**src/rtl/upd_pkg.sv**
```systemverilog
package upd_pkg;

  // Decoder phase codes.
  localparam logic [2:0] PH_PLAIN = 3'd0;
  localparam logic [2:0] PH_PCT   = 3'd1;
  localparam logic [2:0] PH_HEX2  = 3'd2;
  localparam logic [2:0] PH_SKIP  = 3'd3;

  // Characters with a special meaning in the encoded string.
  localparam logic [7:0] CHR_PCT   = 8'h25;
  localparam logic [7:0] CHR_PLUS  = 8'h2B;
  localparam logic [7:0] CHR_SPACE = 8'h20;
  localparam logic [7:0] CHR_U     = 8'h75;

  // Bytes dropped after the 'u' of a unicode escape.
  localparam logic [2:0] SKIP_BYTES = 3'd4;

  typedef struct packed {
    logic [2:0] phase;
    logic [2:0] skip_left;
    logic [3:0] high_nibble;
    logic       failed;
  } dec_state_t;

  localparam dec_state_t STATE_RESET = '{
    phase:       PH_PLAIN,
    skip_left:   3'd0,
    high_nibble: 4'd0,
    failed:      1'b0
  };

  typedef struct packed {
    logic [7:0] out_byte;
    logic       out_valid;
    logic       done_res;
    logic       ok;
  } dec_result_t;

  // Bit 4 flags a valid hex digit, bits 3:0 hold its value.
  function automatic logic [4:0] hex_digit(input logic [7:0] c);
    logic [4:0] r;
    r = 5'd0;
    if (c >= 8'h30 && c <= 8'h39) begin
      r = {1'b1, 4'(c - 8'h30)};
    end else if (c >= 8'h41 && c <= 8'h46) begin
      r = {1'b1, 4'(c - 8'h37)};
    end else if (c >= 8'h61 && c <= 8'h66) begin
      r = {1'b1, 4'(c - 8'h57)};
    end
    return r;
  endfunction

endpackage

```
**src/rtl/upd_step.sv**
```systemverilog
module upd_step (
  input  upd_pkg::dec_state_t  state_i,
  input  logic [7:0]           byte_i,
  input  logic                 last_i,
  output upd_pkg::dec_state_t  state_o,
  output upd_pkg::dec_result_t result_o
);

  upd_pkg::dec_state_t nxt;
  logic [7:0]          ob;
  logic                vld;
  logic [4:0]          hex;

  assign hex = upd_pkg::hex_digit(byte_i);

  always_comb begin
    nxt = state_i;
    ob  = 8'd0;
    vld = 1'b0;
    if (!state_i.failed) begin
      case (state_i.phase)
        upd_pkg::PH_PCT: begin
          if (byte_i == upd_pkg::CHR_U) begin
            nxt.phase     = upd_pkg::PH_SKIP;
            nxt.skip_left = upd_pkg::SKIP_BYTES;
          end else if (!hex[4]) begin
            nxt.failed = 1'b1;
          end else begin
            nxt.high_nibble = hex[3:0];
            nxt.phase       = upd_pkg::PH_HEX2;
            if (last_i) begin
              nxt.failed = 1'b1;
            end
          end
        end
        upd_pkg::PH_HEX2: begin
          if (!hex[4]) begin
            nxt.failed = 1'b1;
          end else begin
            ob        = {state_i.high_nibble, hex[3:0]};
            vld       = 1'b1;
            nxt.phase = upd_pkg::PH_PLAIN;
          end
        end
        upd_pkg::PH_SKIP: begin
          nxt.skip_left = state_i.skip_left - 3'd1;
          if (nxt.skip_left == 3'd0) begin
            nxt.phase = upd_pkg::PH_PLAIN;
          end
        end
        default: begin
          // Plain text, and any phase code that should never occur.
          if (byte_i == upd_pkg::CHR_PCT) begin
            nxt.phase = upd_pkg::PH_PCT;
            if (last_i) begin
              nxt.failed = 1'b1;
            end
          end else if (byte_i == upd_pkg::CHR_PLUS) begin
            ob  = upd_pkg::CHR_SPACE;
            vld = 1'b1;
          end else begin
            ob  = byte_i;
            vld = 1'b1;
          end
        end
      endcase
      if (nxt.failed) begin
        ob  = 8'd0;
        vld = 1'b0;
      end
    end
  end

  always_comb begin
    result_o.out_byte  = ob;
    result_o.out_valid = vld;
    result_o.done_res  = last_i;
    result_o.ok        = last_i & ~nxt.failed;
    state_o            = last_i ? upd_pkg::STATE_RESET : nxt;
  end

endmodule

```
**src/rtl/url_percent_decoder_top.sv**
```systemverilog
// Channel   Handshake                  Payload
// -------   -------------------------  ---------------------------------------
// input     in_valid_i / in_ready_o    in_byte_i[7:0], in_last_i
// result    res_valid_o / res_ready_i  out_byte_o[7:0], out_valid_o,
//                                      done_res_o, ok_o
//
// Every input word gives exactly one result word. A word waits in the input
// register and is decoded on its way into the result register; the block
// takes one word per cycle while the result channel is not stalled.
// The decoder state advances only when a word moves into the result register.
// A stalled result holds; the input register still takes one more word.
// Reset puts both registers empty and the decoder in plain text phase.
module url_percent_decoder_top (
  input  logic       clk_i,
  input  logic       rst_ni,
  input  logic       in_valid_i,
  output logic       in_ready_o,
  input  logic [7:0] in_byte_i,
  input  logic       in_last_i,
  output logic       res_valid_o,
  input  logic       res_ready_i,
  output logic [7:0] out_byte_o,
  output logic       out_valid_o,
  output logic       done_res_o,
  output logic       ok_o
);

  // Input register: a word waits here until the result register is free.
  logic       in_vld_q;
  logic [7:0] in_byte_q;
  logic       in_last_q;

  // Result register.
  logic                 res_vld_q;
  upd_pkg::dec_result_t res_q;

  // Decoder state, updated once per decoded word.
  upd_pkg::dec_state_t  state_q;
  upd_pkg::dec_state_t  state_d;
  upd_pkg::dec_result_t res_d;

  logic advance;
  logic in_fire;

  // The decoded word moves on when the result register is empty or being
  // drained in this same cycle.
  assign advance    = in_vld_q & (~res_vld_q | res_ready_i);
  assign in_ready_o = ~in_vld_q | advance;
  assign in_fire    = in_valid_i & in_ready_o;

  upd_step u_step (
    .state_i  (state_q),
    .byte_i   (in_byte_q),
    .last_i   (in_last_q),
    .state_o  (state_d),
    .result_o (res_d)
  );

  always_ff @(posedge clk_i or negedge rst_ni) begin
    if (!rst_ni) begin
      in_vld_q  <= 1'b0;
      res_vld_q <= 1'b0;
      state_q   <= upd_pkg::STATE_RESET;
    end else begin
      if (in_fire) begin
        in_vld_q <= 1'b1;
      end else if (advance) begin
        in_vld_q <= 1'b0;
      end
      if (advance) begin
        res_vld_q <= 1'b1;
        state_q   <= state_d;
      end else if (res_ready_i) begin
        res_vld_q <= 1'b0;
      end
    end
  end

  // Payload registers carry no reset.
  always_ff @(posedge clk_i) begin
    if (in_fire) begin
      in_byte_q <= in_byte_i;
      in_last_q <= in_last_i;
    end
    if (advance) begin
      res_q <= res_d;
    end
  end

  assign res_valid_o = res_vld_q;
  assign out_byte_o  = res_q.out_byte;
  assign out_valid_o = res_q.out_valid;
  assign done_res_o  = res_q.done_res;
  assign ok_o        = res_q.ok;

  // A string's final word always leaves the decoder in its reset state.
  a_reset_after_last: assert property (@(posedge clk_i) disable iff (!rst_ni)
    advance && in_last_q |=> state_q == upd_pkg::STATE_RESET)
    else $error("decoder state not cleared after last word");

  // The ok flag is only reported together with done.
  a_ok_needs_done: assert property (@(posedge clk_i) disable iff (!rst_ni)
    res_valid_o && ok_o |-> done_res_o)
    else $error("ok reported without done");

  // A suppressed character carries a zero byte.
  a_zero_when_invalid: assert property (@(posedge clk_i) disable iff (!rst_ni)
    res_valid_o && !out_valid_o |-> out_byte_o == 8'd0)
    else $error("nonzero byte on a suppressed character");

  // Input back-pressure only arises when both registers are full.
  a_stall_cause: assert property (@(posedge clk_i) disable iff (!rst_ni)
    !in_ready_o |-> in_vld_q && res_vld_q && !res_ready_i)
    else $error("input stalled without a full pipeline");

endmodule
```
**config.mk**
```make
export PLATFORM = sky130hd
export DESIGN_NAME = url_percent_decoder_top
export DESIGN_NICKNAME = d
export VERILOG_FILES = /design/src/rtl/upd_pkg.sv /design/src/rtl/upd_step.sv /design/src/rtl/url_percent_decoder_top.sv
export SDC_FILE = /design/constraint.sdc
export NUM_CORES = 1
export LEC_CHECK = 0
export BUFFER_PORTS_ARGS = -buffer_cell sky130_fd_sc_hd__buf_2
export CAP_MARGIN = 20
export CORE_UTILIZATION = 50
export DETAILED_ROUTE_END_ITERATION = 10
export GPL_ROUTABILITY_DRIVEN = 0
export PLACE_DENSITY = 0.72
export SYNTH_ARGS = -nofsm -noshare
export SYNTH_HDL_FRONTEND = slang
export SYNTH_HIERARCHICAL = 1
export SYNTH_SLANG_ARGS = --single-unit
```
**constraint.sdc**
```tcl
create_clock -name clk_i -period 5 [get_ports clk_i]
set_input_delay 1 -clock clk_i [delete_from_list [all_inputs] [get_ports clk_i]]
set_output_delay 1 -clock clk_i [all_outputs]
set_load 0.02 [all_outputs]
```
==> results of run 1 <==
[kinds of logic after synthesis]
logic type,Yosys count,synth area share
compound gates,46,0.160
xor+xnor,1,0.00448
mux,13,0.0914
flops,33,0.473
buf+inv,17,0.0454
simple gates,66,0.194
fa+ha+maj,5,0.0320
[per-layer routing]
layer,vias to the layer above,global-route usage,routed length (um)
li1,715,-,-
met5,-,0,0
met2,61,0.308,1870
met1,712,0.245,1630
met4,0,0.119,78
met3,9,0.0511,206
[registers in the layout, indices dropped and copies added, names as in the netlist]
signal       count
in_last_q        1
in_byte_q        8
out_byte_o       8
ok_o             1
res_valid_o      1
state_q         11
out_valid_o      1
in_vld_q         1
done_res_o       1
[metrics by stage]
| stage | area, um^2 | instances | util | hold WS [ns] |
|---|---|---|---|---|
| after floorplan | 1960 | 181 | - | 0.479 |
| after global routing | 2160 | 252 | 0.581 | 0.569 |
| after global placement | 2080 | 244 | 0.560 | 0.518 |
| final | 2160 | 252 | 0.581 | 0.543 |
| after CTS | 2160 | 252 | 0.581 | 0.544 |
| after detailed placement | 2080 | 244 | 0.560 | 0.529 |
[synthesized netlist by cell type (all sizes together) (2+ instances only)]
cell type / n
clkbuf: 4
nand2b: 5
dfrtp: 13
nor3: 5
nor2b: 6
inv: 7
and4: 2
a21o: 2
o21bai: 2
nand3: 8
o21ai: 7
mux2: 12
nor2: 12
a32oi: 3
buf: 6
nand2: 15
and3b: 2
a31oi: 2
and2: 2
a221oi: 3
o31a: 2
o2111a: 2
edfxtp: 20
nand3b: 2
o211ai: 3
ha: 5
a21oi: 16
[worst min path at each step]
stage / startpoint / endpoint / slack, ns / cells past startpoint
2_1_floorplan: state_q[10]$_DFFE_PN0P_ / state_q[10]$_DFFE_PN0P_ / 0.48 / 1
3_3_place_gp: state_q[6]$_DFFE_PN0P_ / state_q[6]$_DFFE_PN0P_ / 0.52 / 1
3_5_place_dp: state_q[2]$_DFFE_PN0P_ / state_q[2]$_DFFE_PN0P_ / 0.53 / 1
4_1_cts: state_q[2]$_DFFE_PN0P_ / state_q[2]$_DFFE_PN0P_ / 0.54 / 1
5_1_grt: state_q[1]$_DFFE_PN0P_ / state_q[1]$_DFFE_PN0P_ / 0.57 / 1
6_report: state_q[2]$_DFFE_PN0P_ / state_q[2]$_DFFE_PN0P_ / 0.54 / 1
[area by class of cell]
cell class | count | area, um^2
clock inverters | 1 | 5.00
repair buffers | 25 | 125
flip-flops and latches | 33 | 926
fillers | 327 | 1560
clock buffers | 7 | 76.3
well taps | 48 | 60.1
multi-input cells | 131 | 942
inverters | 7 | 26.3
[power by group through the flow]
stage	logic (mW)	clock network [mW]	registers [mW]
3_3_place_gp	0.319	0	0.402
4_1_cts	0.327	0.190	0.399
3_5_place_dp	0.325	0	0.404
5_1_grt	0.359	0.205	0.406
6_report	0.329	0.186	0.400
2_1_floorplan	0.243	0	0.418
==> summary.txt, run 1 <==
Layout
  – Final #Nets: ~220
  – Ant diodes: 0
  – Commonest non-fill, non-tap cell in the layout: buf_2
  – Area grow syn2layout: 10.4%
  – Commonest non-fill, non-tap cells in the layout: 25 x buf_2, 20 x edfxtp_1, 16 x a21oi_1
  – Layout cells sized above 1: 0.240

Detailed routing
  – DRC Markers: 0
  – Routed Antenna Nets: 0
  – 1st-iter DRT viols: 89
  – Vias per cell: 5.94
  – Final wirelength: ~3.8 mm
  – First-pass detailed-route iteration total: 5
  – Vias: 1497
  – WL/cell: 15.0 um

Logic synthesis
  – Syn Std Cell Area: 1960 um^2
  – Top cells by area, synth: edfxtp_1 31%, dfrtp_1 17%, mux2_4 6.9%
  – Synth unique cells: 48
  – Cell count after synthesis: 181
  – Sequential fraction of the synthesis area: 0.473
  – Yosys warning total: 6
  – Ys async rst share: 0.394
  – Post-synth top area share: 0.307
  – Avg Inst Size Synth: 10.8 um^2
  – Post-synth top area cell: edfxtp_1
  – Mapped Nets: a little under 200
  – #FFs+latches synth: 33
  – Post-synth EDFFs: 20
  – Most used DFF post-synth: edfxtp_1

Global route
  – Antenna violations before repair: 0
  – First-pass GRT wire length: 6.11 mm
  – Vias in the first global route: 1310
  – Largest net degree at the start of global routing: 16
  – Total GRT Usage: 0.198
  – Total grt overflow: 0

Critical path
  – Worst-path cell chain: buf_2 -> nand3b_1 -> buf_2
  – CP dominant cell by count: buf_2
  – Reg-to-reg slack, setup: 2.55 ns
  – Reg2reg path depth: 8
  – RR Endpoint: state_q[4]$_DFFE_PN0P_
  – Startpoint types: input port
  – Slowest CP cell: nand3b_1
  – Crit path depth: 3
  – CP Max Fanout: 3
  – CP max stage delay: 0.18 ns
  – Critical Path Sink: in_ready_o
  – Critical Path Source: res_ready_i
  – WP buf/inv: 2
  – RR Startpoint: in_byte_q[1]$_DFFE_PP_
  – Critical path arrival: 1.46 ns
  – Setup Crit Path Kind: in2out
  – Cell family with most CP delay: buffers and inverters
  – CP endpoint kind: output pin
  – Critical Path RT: 4.00 ns

Die
  – Die X-Extent: ~65 um
  – Core area: 3720 um^2
  – Die Height: about 65 um
  – Initial Util: 0.527
  – Die ar.: 4170 um^2
  – Top-level I/O count: 26
  – Rows: 22

STA
  – Final WS setup: roughly 2.5 ns
  – Final min period: 2.46 ns
  – Highest Clock Rate: 0.407 GHz
  – Endpoints failing hold: 0
  – Worst Skew: 0.00537 ns
  – Rel. slew slack: 0.521
  – Least-Margin Pin Slew: 0.717 ns
  – RSZ-0062 raised after global routing: false
  – Post-route clock period utilization: 0.492
  – Final TNS setup: 0 ns
  – Slew Viols, Final: 0
  – Final setup fails: 0

Status
  – Outcome: finished, final reports clean

Placed design
  – Post-DP HPWL: 2.76 mm
  – Pre-CTS setup slack: 2.54 ns
  – Port bufs: 25

Clocking
  – Hold buffers post-CTS: 0
  – Clock root cell: clkbuf_8
  – Clk buf depth: 2
  – Worst-skew pair later-pin latency: 0.28 ns
  – CTS tree: done
  – Post-CTS setup buffers: 0
  – Post-cts resize count: 0
  – H-Tree Depth: 2
  – CTS Buf Count: 5
  – Clock sinks: 33
  – Reg clk slew, reported paths: around 0.060 ns

Pwr
  – NetSw: 0.332 mW
  – Pwr Total: 0.915 mW
  – Sequential power share: 0.437
  – Switching Share: 0.363
  – Combinational share of power: 0.359
  – Clk pwr share: 0.204
  – Internal: between 0.5 and 0.6 mW
  – Leakage power: 0.882 nW
  – P per Cell Area: 423 nW/um^2
  – Worst VDD drop: approximately 0.19 mV

Min path
  – Worst Hold Class: reg2reg

Run
  – Max-cap violation count: 0
No activity file was read; power rests on OpenSTA's default activity.
==> inputs of run 2 (changes only) <==
Settings changed: PLACE_DENSITY 0.72 to 0.74.
Clock period 5 ns to 2.04 ns, I/O delays scaled along.
==> summary.txt, run 2 (synthesized netlist as in run 1, its figures left out) <==
Detailed routing
  – Routed Antenna Nets: 0 (unchanged)
  – Vias: 1820 (+22%)
  – 1st-iter DRT viols: 133 (+49%)
  – Final wirelength: 5.53 mm (+46%)
  – First-pass detailed-route iteration total: 4 (-1)
  – Vias per cell: 6.19 (+4.2%)
  – WL/cell: 18.8 um (+25%)
  – DRC Markers: 0 (unchanged)

Global route
  – First-pass GRT wire length: 8.38 mm (+37%)
  – Total GRT Usage: 0.273 (+0.0759)
  – Antenna violations before repair: 0 (unchanged)
  – Total grt overflow: 0 (unchanged)
  – Largest net degree at the start of global routing: 15 (-1)
  – Vias in the first global route: 1815 (+39%)

Critical path
  – Startpoint types: flop
  – Setup Crit Path Kind: reg2reg
  – Critical Path RT: 2.27 ns (-1.73 ns)
  – Critical path arrival: 2.63 ns (+1.17 ns)
  – CP Max Fanout: 5 (+2)
  – CP endpoint kind: flop

Pwr
  – Leakage power: 1.15 nW (+30%)
  – Worst VDD drop: 0.471 mV (+150%)
  – P per Cell Area: 1020 nW/um^2 (+140%)

Layout
  – Max FFs per register: 11 (unchanged)
  – Final #Nets: 263 (+19%)
  – Post-route cell area: 2650 um^2 (+23%)
  – Commonest non-fill, non-tap cells in the layout: 39 x buf_4, 25 x buf_2, 20 x edfxtp_1
  – Ant diodes: 0 (unchanged)
  – Reg with most FFs: state_q
  – Area grow syn2layout: 35.3%
  – # fillers: 245 (-25%)
  – Layout cells sized above 1: 0.455 (+0.215)
  – Non-Filler Instances: 294 (+17%)
  – Commonest non-fill, non-tap cell in the layout: buf_4
  – Reg area: 926 um^2 (unchanged)
  – Area of the multi-input gates: 1080 um^2 (+14%)

STA
  – Final min period: around 2.4 ns
  – Post-route clock period utilization: 1.17
  – Endpoints failing hold: 0 (unchanged)
  – Least-Margin Pin Slew: 0.423 ns (-0.293 ns)
  – Slew Viols, Final: 0 (unchanged)
  – Worst Skew: 0.00783 ns (+0.00246 ns)
  – Rel. slew slack: 0.717 (+0.196)
  – Final setup fails: 17 (+17)
  – Final Hold Slack: 0.00864 ns (-0.535 ns)
  – Final WS setup: -0.355 ns (-2.90 ns)
  – Highest Clock Rate: between 0.4 and 0.5 GHz
  – RSZ-0062 raised after global routing: true

Status
  – Failing checks: setup timing
  – Outcome: finished, violations left

Min path
  – Worst Hold Class: in2async

Run
  – Max-cap violation count: 0 (unchanged)

Die
  – Initial Util: 0.527 (unchanged)
  – Die Height: 64.6 um (unchanged)
  – Die ar.: 4170 um^2 (unchanged)
  – Core area: 3720 um^2 (unchanged)
  – Die X-Extent: 64.6 um (unchanged)
  – Rows: 22 (unchanged)
  – Top-level I/O count: 26 (unchanged)

Clocking
  – CTS Buf Count: 5 (unchanged)
  – Clock sinks: 33 (unchanged)
  – Clk buf depth: 2 (unchanged)
  – Reg clk slew, reported paths: 0.07 ns (about the same)
  – H-Tree Depth: 2 (unchanged)
  – Worst-skew pair later-pin latency: 0.29 ns (about the same)
  – Hold buffers post-CTS: 0 (unchanged)
  – Clock root cell: clkbuf_8
  – CTS tree: done

Placed design
  – Port bufs: 25 (unchanged)
  – Placed instance area: 2320 um^2 (+12%)
  – Cell count after placement: 275 (+13%)
  – Post-DP HPWL: 3.15 mm (+14%)
[run 2: worst max-delay path, stage by stage (launching register included)]
cell and delay (ns):
edfxtp_1 0.50, inv_2 0.13, ha_4 0.13, or3b_1 0.35, and4_4 0.20, o211ai_1 0.25, buf_4 0.19, buf_6 0.12
a221oi_2 0.05, nor3_1 0.22, mux2_4 0.20
[run 2: repair_timing]
action / CTS / global route
pin swaps: 8 / 3
setup endpoints to repair: 17 / 19
setup buffers: 10 / 2
cloned: 0 / 0
resized for setup: 16 / 16
[run 2: path summary, 6_finish.rpt]
path | slack (ns) | cells after the start | end | startpoint
setup / recovery | -0.36 | 10 | state_q[2]$_DFFE_PN0P_ | in_byte_q[0]$_DFFE_PP_
hold / removal | 0.009 | 1 | state_q[2]$_DFFE_PN0P_ | rst_ni
setup reg to reg | -0.36 | 10 | state_q[2]$_DFFE_PN0P_ | in_byte_q[0]$_DFFE_PP_
hold reg to reg | 0.55 | 1 | state_q[6]$_DFFE_PN0P_ | state_q[6]$_DFFE_PN0P_
max in group asynchronous | 1.78 | 1 | state_q[1]$_DFFE_PN0P_ | rst_ni
min in group clk_i | 0.29 | 1 | in_byte_q[7]$_DFFE_PP_ | in_byte_i[7]
[run 2: power by group]
group	internal, mW	total (mW)	switching, mW
clock	0.360	0.594	0.234
sequential	0.865	0.912	0.0470
combinational	0.504	1.20	0.695
[run 2: area by class of cell]
class | count | area share
Multi-Input combinational cell | 131 | 0.407
Sequential cell | 33 | 0.350
Timing Repair Buffer | 67 | 0.171
Clock buffer | 6 | 0.0274
Tap cell | 48 | 0.0227
Clock inverter | 2 | 0.0128
Inverter | 7 | 0.00992
[run 2: per-stage QoR]
| stage | power, mW | TNS (ns) | setup slack [ns] | utilization |
|---|---|---|---|---|
| floorplan | 1.64 | -0.653 | -0.103 | - |
| global placement | 1.94 | -1.59 | -0.133 | 0.625 |
| detailed placement | 1.96 | -2.78 | -0.243 | 0.625 |
| CTS | 2.59 | -0.352 | -0.0797 | 0.689 |
| global route | 2.84 | -3.51 | -0.359 | 0.712 |
| finish | 2.71 | -2.78 | -0.355 | 0.712 |
[run 2: layer usage]
metal,vias to the layer above,global-route usage,routed length (um)
met4,0,0.194,488
li1,796,-,-
met1,850,0.292,2010
met3,52,0.0863,460
met5,-,0,0
met2,122,0.455,2570
==> inputs of run 3 (changes only) <==
Settings changed: PLACE_DENSITY 0.74 to 0.75, SYNTH_HIERARCHICAL 1 to not set.
==> summary.txt, run 3 <==
Status
  – Outcome: finished, violations left
  – Failing checks: setup timing

Pwr
  – Worst VDD drop: 0.402 mV (-15%)
  – Leakage power: 0.995 nW (-13%)
  – Pwr Total: 1.37 mW (-49%)
  – P per Cell Area: 596 nW/um^2 (-42%)

Clocking
  – Worst-skew pair later-pin latency: 0.33 ns (+0.04 ns)
  – H-Tree Depth: 2 (unchanged)
  – Clock sinks: 32 (-3.0%)
  – CTS Buf Count: 5 (unchanged)
  – Clk buf depth: 2 (unchanged)
  – CTS tree: done
  – Reg clk slew, reported paths: 0.09 ns (+0.02 ns)
  – Clock root cell: clkbuf_4

Logic synthesis
  – Yosys warning total: 0 (-6)
  – Most used DFF post-synth: edfxtp_1
  – Avg Inst Size Synth: 10.7 um^2 (-0.85%)
  – Top-count cell post-synth: edfxtp_1
  – Synth unique cells: 46 (-4.2%)
  – Mapped Nets: 182 (-8.5%)
  – Post-synth top area share: 0.342 (+0.0347)
  – Synth top cells by count: 20 x edfxtp_1, 17 x nor2_1, 15 x nand2_1
  – Post-synth top area cell: edfxtp_1
  – Cell count after synthesis: 164 (-9.4%)
  – Top cells by area, synth: edfxtp_1 34%, dfrtp_1 17%, nor2_1 3.6%
  – Sequential fraction of the synthesis area: 0.512 (+0.0393)
  – #FFs+latches synth: 32 (-3.0%)
  – Ys async rst share: 0.375 (-0.0189)
  – Post-synth EDFFs: 20 (unchanged)
  – Syn Std Cell Area: 1760 um^2 (-10%)

Global route
  – Largest net degree at the start of global routing: 15 (unchanged)
  – First-pass GRT wire length: 5.76 mm (-31%)
  – Total grt overflow: 0 (unchanged)
  – Vias in the first global route: 1326 (-27%)
  – Antenna violations before repair: 0 (unchanged)
  – Total GRT Usage: 0.216 (-0.0570)

STA
  – Rel. slew slack: 0.672 (-0.0456)
  – Least-Margin Pin Slew: 0.487 ns (+0.0641 ns)
  – Final setup fails: 5 (-12)
  – Highest Clock Rate: 0.465 GHz (+11%)
  – Slew Viols, Final: 0 (unchanged)
  – RSZ-0062 raised after global routing: true
  – Post-route clock period utilization: 1.05 (-0.119)
  – Endpoints failing hold: 0 (unchanged)
  – Worst Skew: 0.00649 ns (-0.00135 ns)
  – Final min period: 2.15 ns (-0.243 ns)
  – Final WS setup: -0.112 ns (+0.243 ns)

Detailed routing
  – WL/cell: 15.1 um (-20%)
  – DRC Markers: 0 (unchanged)
  – First-pass detailed-route iteration total: 5 (+1)
  – Vias per cell: 5.63 (-9.0%)
  – 1st-iter DRT viols: 45 (-66%)
  – Final wirelength: 4.02 mm (-27%)
  – Vias: 1498 (-18%)
  – Routed Antenna Nets: 0 (unchanged)

Critical path
  – CP endpoint kind: flop
  – Startpoint types: flop
  – Critical Path RT: 2.26 ns (about the same)
  – Critical path arrival: 2.37 ns (-0.26 ns)
  – Reg2reg path depth: 6 (-4)
  – Setup Crit Path Kind: reg2reg
  – CP Max Fanout: 4 (-1)
  – Reg-to-reg slack, setup: -0.11 ns (+0.24 ns)
  – RR Startpoint: in_byte_q[7]$_DFFE_PP_
  – Critical Path Source: in_byte_q[7]$_DFFE_PP_

Layout
  – Layout cells sized above 1: 0.382 (-0.0735)
  – Ant diodes: 0 (unchanged)
  – Commonest non-fill, non-tap cell in the layout: buf_2
  – Final #Nets: 237 (-9.9%)
  – Commonest non-fill, non-tap cells in the layout: 26 x buf_2, 21 x buf_4, 20 x edfxtp_1
  – Max FFs per register: 10 (-1)
  – # fillers: 252 (+2.9%)
  – Area grow syn2layout: 30.7%
  – Area of the multi-input gates: 907 um^2 (-16%)
  – Reg with most FFs: state_q
  – Reg area: 901 um^2 (-2.7%)
  – Post-route cell area: 2300 um^2 (-13%)

Die
  – Die Height: 61.3 um (-5.1%)
  – Rows: 21 (-4.5%)
  – Top-level I/O count: 26 (unchanged)
  – Die ar.: 3760 um^2 (-9.9%)
  – Core area: 3360 um^2 (-9.5%)
  – Initial Util: 0.523 (-0.00391)
  – Die X-Extent: 61.3 um (-5.1%)

Min path
  – Hold path start: in_byte_i[0]
  – Worst Hold Class: in2reg
  – Hold Path Depth: 1

Placed design
  – Port bufs: 25 (unchanged)
  – Placed instance area: 2060 um^2 (-11%)
  – Post-DP HPWL: 2.73 mm (-13%)

Run
  – Max-cap violation count: 0 (unchanged)
## run 3: changes by cell type in the layout (fill, tap and decap cells not counted), sizes merged, moves of 3 or more
cell	delta
a2bb2oi	+3
nor2	+5
a21oi	-7
buf	-17
mux2	-7
nor2b	-5
inv	+4
## run 3: metrics by stage
step                instances  setup TNS, ns  worst slack (ns)  hold slack (ns)   util
CTS                       260              0           0.00151            0.230  0.635
finish                    266         -0.465            -0.112            0.248  0.683
global placement          251              0            0.0594            0.291  0.614
floorplan                 164              0            0.0226            0.112      -
global route              266          -1.09            -0.147            0.217  0.683
detailed placement        251        -0.0866           -0.0866            0.298  0.614
## run 3: worst paths after layout
check,end
worst max-delay path,state_q[3]$_DFFE_PN0P_
worst min-delay path,in_byte_q[0]$_DFFE_PP_
worst max register to register,state_q[3]$_DFFE_PN0P_
worst min register to register,state_q[4]$_DFFE_PN0P_
max in group asynchronous,state_q[4]$_DFFE_PN0P_
min in group asynchronous,state_q[7]$_DFFE_PN0P_
## run 3: area by class of cell
class / instances / area share
clock buffers: 8 / 0.0256
inverters: 11 / 0.0180
multi-input cells: 118 / 0.395
flip-flops and latches: 32 / 0.392
well taps: 46 / 0.0251
repair buffers: 51 / 0.144
## run 3: report_power, final
group	switching [mW]	total (mW)	leakage, nW	internal (mW)
clock	0.199	0.369	0.0326	0.170
combinational	0.129	0.234	0.616	0.104
sequential	0.0290	0.767	0.347	0.738
## run 3: repair_timing
item | 4_1_cts | 5_1_grt
pin swaps | 0 | 8
hold buffers | 1 | 0
setup endpoints to repair | 6 | 16
resized for setup | 2 | 26
gates cloned | 0 | 1
setup buffers | 0 | 6
hold endpoints to repair | 12 | 0
## run 3: cell families after synthesis
family / count (synthesis) / share of synthesized area
AOI/OAI and AO/OA: 38 / 0.164
xor gates and xnor gates: 2 / 0.00997
adders and majority gates: 5 / 0.0356
buffers and inverters: 14 / 0.0342
DFF: 32 / 0.512
muxes: 6 / 0.0377
and+or+nand+nor: 67 / 0.206
## run 3: routing by layer
metal	GRT usage	wire length [um]	vias to the layer above
met3	0.0735	244	9
met5	0	0	-
met2	0.356	2110	60
li1	-	-	720
met4	0.101	76	0
met1	0.256	1580	709
## run 3: critical path, cell delays in order (launching register included)
cell      delay [ns]
edfxtp_1        0.47
nor4b_4         0.35
o211ai_2        0.15
and2_4          0.20
o41ai_4         0.35
buf_4           0.21
mux2_4          0.31
